**config.mk**
```make
export PLATFORM = sky130hd
export DESIGN_NAME = rag_ctrl
export DESIGN_NICKNAME = d
export VERILOG_FILES = /design/src/hw/rtl/rag_pkg.sv /design/src/hw/rtl/rag_ctrl.sv
export SDC_FILE = /design/constraint.sdc
export NUM_CORES = 1
export LEC_CHECK = 0
export BUFFER_PORTS_ARGS = -buffer_cell sky130_fd_sc_hd__buf_2
export CAP_MARGIN = 20
export CELL_PAD_IN_SITES_DETAIL_PLACEMENT = 1
export CELL_PAD_IN_SITES_GLOBAL_PLACEMENT = 1
export CORE_MARGIN = 1
export CORE_UTILIZATION = 40
export CTS_CLUSTER_SIZE = 40
export DETAILED_ROUTE_END_ITERATION = 16
export GPL_TIMING_DRIVEN = 1
export MAX_ROUTING_LAYER = met4
export PLACE_DENSITY = 0.8
export SLEW_MARGIN = 20
export SYNTH_ARGS = -nofsm -noshare
export SYNTH_HDL_FRONTEND = slang
export SYNTH_SLANG_ARGS = --single-unit
```
**constraint.sdc**
```tcl
create_clock -name clk -period 5.9 [get_ports clk]
set_input_delay 1.18 -clock clk [delete_from_list [all_inputs] [get_ports clk]]
set_output_delay 1.18 -clock clk [all_outputs]
set_load 0.02 [all_outputs]
```
**src/hw/rtl/rag_pkg.sv**
```systemverilog
`timescale 1ns / 1ps
// ---------------------------------------------------------------------------
// rag_pkg: shared definitions for the region average grid filter
// Field widths, register indexes, and the controller/datapath command and
// status bundles.
// ---------------------------------------------------------------------------
package rag_pkg;

    localparam int PIX_W        = 8;
    localparam int SUM_W        = 12;
    localparam int CNT_W        = 4;
    localparam int ROW_W        = 12;
    localparam int HEIGHT_W     = 13;
    localparam int FW_CFG_W     = 11;
    localparam int CFG_INDEX_W  = 2;
    localparam int CFG_DATA_W   = 13;
    localparam int MAX_WIDTH_DEF = 1024;
    localparam int MAX_HEIGHT   = 4096;
    localparam int MIN_SIZE     = 3;

    // floor(x / 9) == (x * RECIP_9) >> RECIP_SHIFT for x below 4096
    localparam logic [12:0] RECIP_9     = 13'd7282;
    localparam int          RECIP_SHIFT = 16;

    // configuration register indexes
    localparam logic [CFG_INDEX_W-1:0] REG_THRESHOLD    = 2'd0;
    localparam logic [CFG_INDEX_W-1:0] REG_FRAME_WIDTH  = 2'd1;
    localparam logic [CFG_INDEX_W-1:0] REG_FRAME_HEIGHT = 2'd2;

    // controller to datapath
    typedef struct packed {
        logic clr_step;
        logic accept;
        logic k_clr;
        logic wr_pix;
        logic win_rd;
        logic win_chk;
        logic win_avg;
        logic upd_rd;
        logic upd_wr;
        logic adv;
        logic out_rd;
        logic out_ld;
        logic div_step;
        logic out_wr;
        logic out_done;
    } rag_cmd_t;

    // datapath to controller
    typedef struct packed {
        logic clr_done;
        logic take;
        logic win;
        logic k_win_done;
        logic ok;
        logic k_upd_last;
        logic emit;
        logic cnt_zero;
        logic div_done;
    } rag_status_t;

endpackage

```
**src/hw/rtl/rag_ctrl.sv**
```systemverilog
`timescale 1ns / 1ps
// ---------------------------------------------------------------------------
// rag_ctrl: sequencer for the region average grid filter
// Steps one item through pixel store, window check, region update and
// output readout, issuing commands to the datapath.
// ---------------------------------------------------------------------------
module rag_ctrl import rag_pkg::*; (
    input  logic        clk,
    input  logic        rst_n,
    input  logic        in_valid,
    output logic        in_ready,
    output logic        out_valid,
    input  logic        out_ready,
    input  rag_status_t st,
    output rag_cmd_t    cmd
);

    typedef enum logic [15:0] {
        S_CLEAR    = 16'b0000_0000_0000_0001,
        S_IDLE     = 16'b0000_0000_0000_0010,
        S_DECIDE   = 16'b0000_0000_0000_0100,
        S_WRPIX    = 16'b0000_0000_0000_1000,
        S_WIN_RD   = 16'b0000_0000_0001_0000,
        S_WIN_CHK  = 16'b0000_0000_0010_0000,
        S_WIN_AVG  = 16'b0000_0000_0100_0000,
        S_UPD_RD   = 16'b0000_0000_1000_0000,
        S_UPD_WR   = 16'b0000_0001_0000_0000,
        S_ADV      = 16'b0000_0010_0000_0000,
        S_OUT_CHK  = 16'b0000_0100_0000_0000,
        S_OUT_RD   = 16'b0000_1000_0000_0000,
        S_OUT_LD   = 16'b0001_0000_0000_0000,
        S_OUT_DIV  = 16'b0010_0000_0000_0000,
        S_OUT_WR   = 16'b0100_0000_0000_0000,
        S_OUT_HOLD = 16'b1000_0000_0000_0000
    } state_t;

    state_t state_reg, state_next;

    assign in_ready  = (state_reg == S_IDLE);
    assign out_valid = (state_reg == S_OUT_HOLD);

    // next state and commands
    always_comb
    begin
        state_next = state_reg;
        cmd        = '0;
        unique case (state_reg)
            S_CLEAR:
            begin
                cmd.clr_step = 1'b1;
                if (st.clr_done)
                begin
                    state_next = S_IDLE;
                end
            end
            S_IDLE:
            begin
                if (in_valid)
                begin
                    cmd.accept = 1'b1;
                    cmd.k_clr  = 1'b1;
                    state_next = S_DECIDE;
                end
            end
            S_DECIDE:
            begin
                state_next = st.take ? S_WRPIX : S_OUT_CHK;
            end
            S_WRPIX:
            begin
                cmd.wr_pix = 1'b1;
                cmd.k_clr  = 1'b1;
                state_next = st.win ? S_WIN_RD : S_ADV;
            end
            S_WIN_RD:
            begin
                cmd.win_rd = 1'b1;
                if (st.k_win_done)
                begin
                    state_next = S_WIN_CHK;
                end
            end
            S_WIN_CHK:
            begin
                cmd.win_chk = 1'b1;
                state_next  = S_WIN_AVG;
            end
            S_WIN_AVG:
            begin
                cmd.win_avg = 1'b1;
                cmd.k_clr   = 1'b1;
                state_next  = st.ok ? S_UPD_RD : S_ADV;
            end
            S_UPD_RD:
            begin
                cmd.upd_rd = 1'b1;
                state_next = S_UPD_WR;
            end
            S_UPD_WR:
            begin
                cmd.upd_wr = 1'b1;
                state_next = st.k_upd_last ? S_ADV : S_UPD_RD;
            end
            S_ADV:
            begin
                cmd.adv    = 1'b1;
                state_next = S_OUT_CHK;
            end
            S_OUT_CHK:
            begin
                state_next = st.emit ? S_OUT_RD : S_IDLE;
            end
            S_OUT_RD:
            begin
                cmd.out_rd = 1'b1;
                state_next = S_OUT_LD;
            end
            S_OUT_LD:
            begin
                cmd.out_ld = 1'b1;
                cmd.k_clr  = 1'b1;
                state_next = st.cnt_zero ? S_OUT_WR : S_OUT_DIV;
            end
            S_OUT_DIV:
            begin
                cmd.div_step = 1'b1;
                if (st.div_done)
                begin
                    state_next = S_OUT_WR;
                end
            end
            S_OUT_WR:
            begin
                cmd.out_wr = 1'b1;
                state_next = S_OUT_HOLD;
            end
            S_OUT_HOLD:
            begin
                if (out_ready)
                begin
                    cmd.out_done = 1'b1;
                    state_next   = S_IDLE;
                end
            end
            default:
            begin
                state_next = S_IDLE;
            end
        endcase
    end

    always_ff @(posedge clk or negedge rst_n)
    begin
        if (!rst_n)
        begin
            state_reg <= S_CLEAR;
        end
        else
        begin
            state_reg <= state_next;
        end
    end

endmodule

```
# Word-level counts from Yosys, hierarchy flattened
# Index checks and enable logic that the tools add are counted.
# word_totals
ff_bits,16
in_bits,13
elab_cells,53
# op_classes
eq_ne,21
n_mux,29
reduce_logical,2
# ops
operator,n
16-bit case mux with 16 select lines,1
16-bit two-way mux,5
10-bit two-way mux,3
16-bit by 1-bit == test with 1-bit output (second input constant),1
16-bit by 10-bit == test with 1-bit output (second input constant),1
16-bit by 11-bit == test with 1-bit output (second input constant),1
16-bit by 12-bit == test with 1-bit output (second input constant),1
16-bit by 13-bit == test with 1-bit output (second input constant),1
16-bit by 14-bit == test with 1-bit output (second input constant),1
16-bit by 15-bit == test with 1-bit output (second input constant),1
16-bit == test (second input constant),1
16-bit by 2-bit == test with 1-bit output (second input constant),1
16-bit by 3-bit == test with 1-bit output (second input constant),1
16-bit by 4-bit == test with 1-bit output (second input constant),1
16-bit by 5-bit == test with 1-bit output (second input constant),1
16-bit by 6-bit == test with 1-bit output (second input constant),1
16-bit by 7-bit == test with 1-bit output (second input constant),1
16-bit by 8-bit == test with 1-bit output (second input constant),1
16-bit by 9-bit == test with 1-bit output (second input constant),1
1-bit two-way mux,15
15-bit two-way mux,1
12-bit two-way mux,1
11-bit two-way mux,1
2-bit inequality test (second input constant),4
5 further kinds,5

# Depth between registers and ports, before layout
# logic_depth
depth_word,3
depth_mapped,7
mapped_depth_nobuf,6

# Worst setup path after synthesis
# Ideal clock, no wire load.
# synth_path
path_kind,register -> output
from,register state_reg[1]
to,output cmd[12] in the netlist's numbering
t_arrival_ps,2003
required_ps,4720
path_slack_ps,2717
stages_incl_launch_ff,6
path_buffers,0
cell_sequence,dfrtp_1 > nor4_4 > nand2_2 > nor3_1 > nor3_1 > nand2b_1
# synth_lines
element,line,source
"start, declared",rag_ctrl.sv:37,"state_t state_reg, state_next;"
"start signal, assigned",rag_ctrl.sv:160,state_reg <= state_next;
"end, declared",rag_ctrl.sv:15,output rag_cmd_t cmd

==> metrics <==
DRC viols 0; DRT antenna net count 0; hold slack 0.665 ns; CP endpoint kind output pin; clock buffer count from CTS 3; setup slack at placement 2.56 ns; number of max-cap violations 0; switching pwr 0.162 mW; switching portion of total power 42.5%; sequential share of power 36.4%; clk_lat worst skew 0.30 ns; Crit Path Max Fanout 7; complex-gate fraction of the synthesized area 10.1%; Mapped Cells 125; total wire length 3210 um; WL/cell 17.3 um; RSZ-0062 raised after global routing no; post-synthesis mux area share 0%; H-Tree Depth 1; Worst Max-Slew Pin Slew 0.518 ns; All-Layer GR Usage 25.7%; XOR/XNOR share of the synthesized area 2.43%; fmax 270 MHz; total negative slack 0 ns; Reg2Reg Depth 6; Mean Syn Cell Area 8.66 um2; FF+latch area 402 um2; Pwr Total 0.381 mW; final worst-path cycle share 62.7%; hold path depth 2; FILL cells 326; DIE AREA 2920 um2; Clock Tree Buf Depth 2; post-CTS sizing 0; vias 1084; Inserted Diodes 0; Hold WC Path Type flop to flop; RR Endpoint state_reg[1]; status complete, no violations; Post-Syn Nets 138; I/O pins 30; hold path startpoint state_reg[5]; antenna violations before repair 0; combinational power share 42.7%; endpoints failing hold 0; DIE WIDTH 54.0 um; internal power 0.219 mW; max reg flops 16; WHS Endpoint state_reg[6]; Post-Synth Adder-Cell Area 0%; Site Rows 18; nets@finish 170; Cell Count, Final, Fillers Out 186; post-synthesis cell type count 38; commonest non-fill, non-tap cell in the layout buf_2; commonest cells after routing, fill and taps aside 29 x buf_2, 19 x nor2_1, 15 x dfrtp_1; r2r setup slk 3.64 ns; vias in the first global route 1064; register area share after synthesis 37.1%; arrival time worst endpoint 2.52 ns; drt first pass iters 4; first-pass GRT wire length 5110 um; Synth warnings 0; Mapped Area 1080 um2; First DRT Iteration DRCs 39; setup violators final 0; Congestion Overflow GR 0; clock sink count 16; port buffer count 29; ratio of cells with drive above 1 in the final layout 26.9%; Critical Path Source Type flop; Worst R2R Start state_reg[7]; Max-slew headroom 65.2%; CP required 4.72 ns; Power Density 295 nW/um2; Clk pwr share 20.9%; Setup CP Type flop to output pin; minimum clock period 3.70 ns; Layout area overhead 19.4%; die span in y 54.0 um; CTS tree built; Worst setup startpoint state_reg[7]; Peak VDD IR 0.214 mV; Pins Over Slew Limit 0; Detail Placement HPWL 2470 um; Placer Congestion 0.924; hold_buf cts 0; root buf cell clkbuf_4; Leakage 0.684 nW; Synth Register Bits 16; CORE AREA 2520 um2; Initial Util 42.9%; setup repair bufs after CTS 0; Clock transition at path regs 0.11 ns; Synth Area in Simple Gates 46.8%; Via-to-Cell Ratio 5.83; final setup margin 2.20 ns; Worst Skew 0.00392 ns; main combinational cell family by area after synthesis simple AND/OR/NAND/NOR gates; Multi-input gate area 642 um2; Cells after DPL 182; largest net degree at the start of global routing 17
==> per-stage QoR <==
step,utilization (%),instance area (um2)
floorplan,-,1080
global placement,49.8,1260
detailed placement,49.8,1260
CTS,51.2,1290
global route,51.2,1290
finish,51.2,1290
==> synthesized netlist by cell type (all sizes together) <==
cell type  number  area [um2]
a21o            1        7.51
a21oi           4        20.0
a221o           1        10.0
a22o            1        8.76
a31oi           2        12.5
and2            4        25.0
and3            6        37.5
and3b           1        8.76
and4            2        17.5
buf             1        5.00
clkbuf          1        3.75
dfrtp          15         375
dfstp           1        26.3
inv             8        30.0
nand2           7        28.8
nand2b          5        31.3
nand3           5        25.0
nand3b          2        15.0
nand4           2        12.5
nand4b          3        26.3
nor2           19        71.3
nor3           10        50.1
nor3b           1        12.5
nor4            6        95.1
nor4b           1        8.76
o211ai          2        20.0
o21ai           3        15.0
o21bai          1        7.51
o31ai           1        7.51
or2b            1        7.51
or3             3        18.8
or4             2        15.0
xor2            3        26.3
==> final cells by class <==
type	count	area share [%]
sequential	16	31.1
inverter	8	2.32
timing repair buffer	29	11.2
multi-input combinational	99	49.7
clock buffer	4	2.81
tap	30	2.90
==> metal layers <==
layer,up-vias,global-route usage (%),wire [um]
met5,-,-,0
li1,516,-,-
met3,5,3.39,152
met1,529,31.6,1470
met4,0,7.69,34
met2,34,43.4,1550
==> logic make-up after synthesis <==
group | Yosys count
buffers and inverters | 10
flip-flops | 16
AND/OR/NAND/NOR | 80
XOR/XNOR | 3
AO/OA/AOI/OAI | 16
==> power by group through the flow <==
stage	sequential [mW]	combinational, mW	clock (mW)
3_3_place_gp	0.139	0.156	0
6_report	0.139	0.163	0.0797
3_5_place_dp	0.141	0.161	0
5_1_grt	0.141	0.178	0.0853
2_1_floorplan	0.136	0.117	0
4_1_cts	0.139	0.163	0.0816
==> worst max-delay path by stage <==
stage | end
after detailed placement | cmd[12]
after floorplan | cmd[12]
after global routing | cmd[12]
after global placement | cmd[12]
after CTS | cmd[12]
final | cmd[12]
==> critical path: stages (launching register included) <==
cell and delay [ns]:
dfrtp_1 0.49, nor4_2 0.49, nand3_1 0.32, nor4_2 0.53, nor3_1 0.13, nand2b_1 0.10, buf_2 0.16
Power figures use the tool's default switching activity.
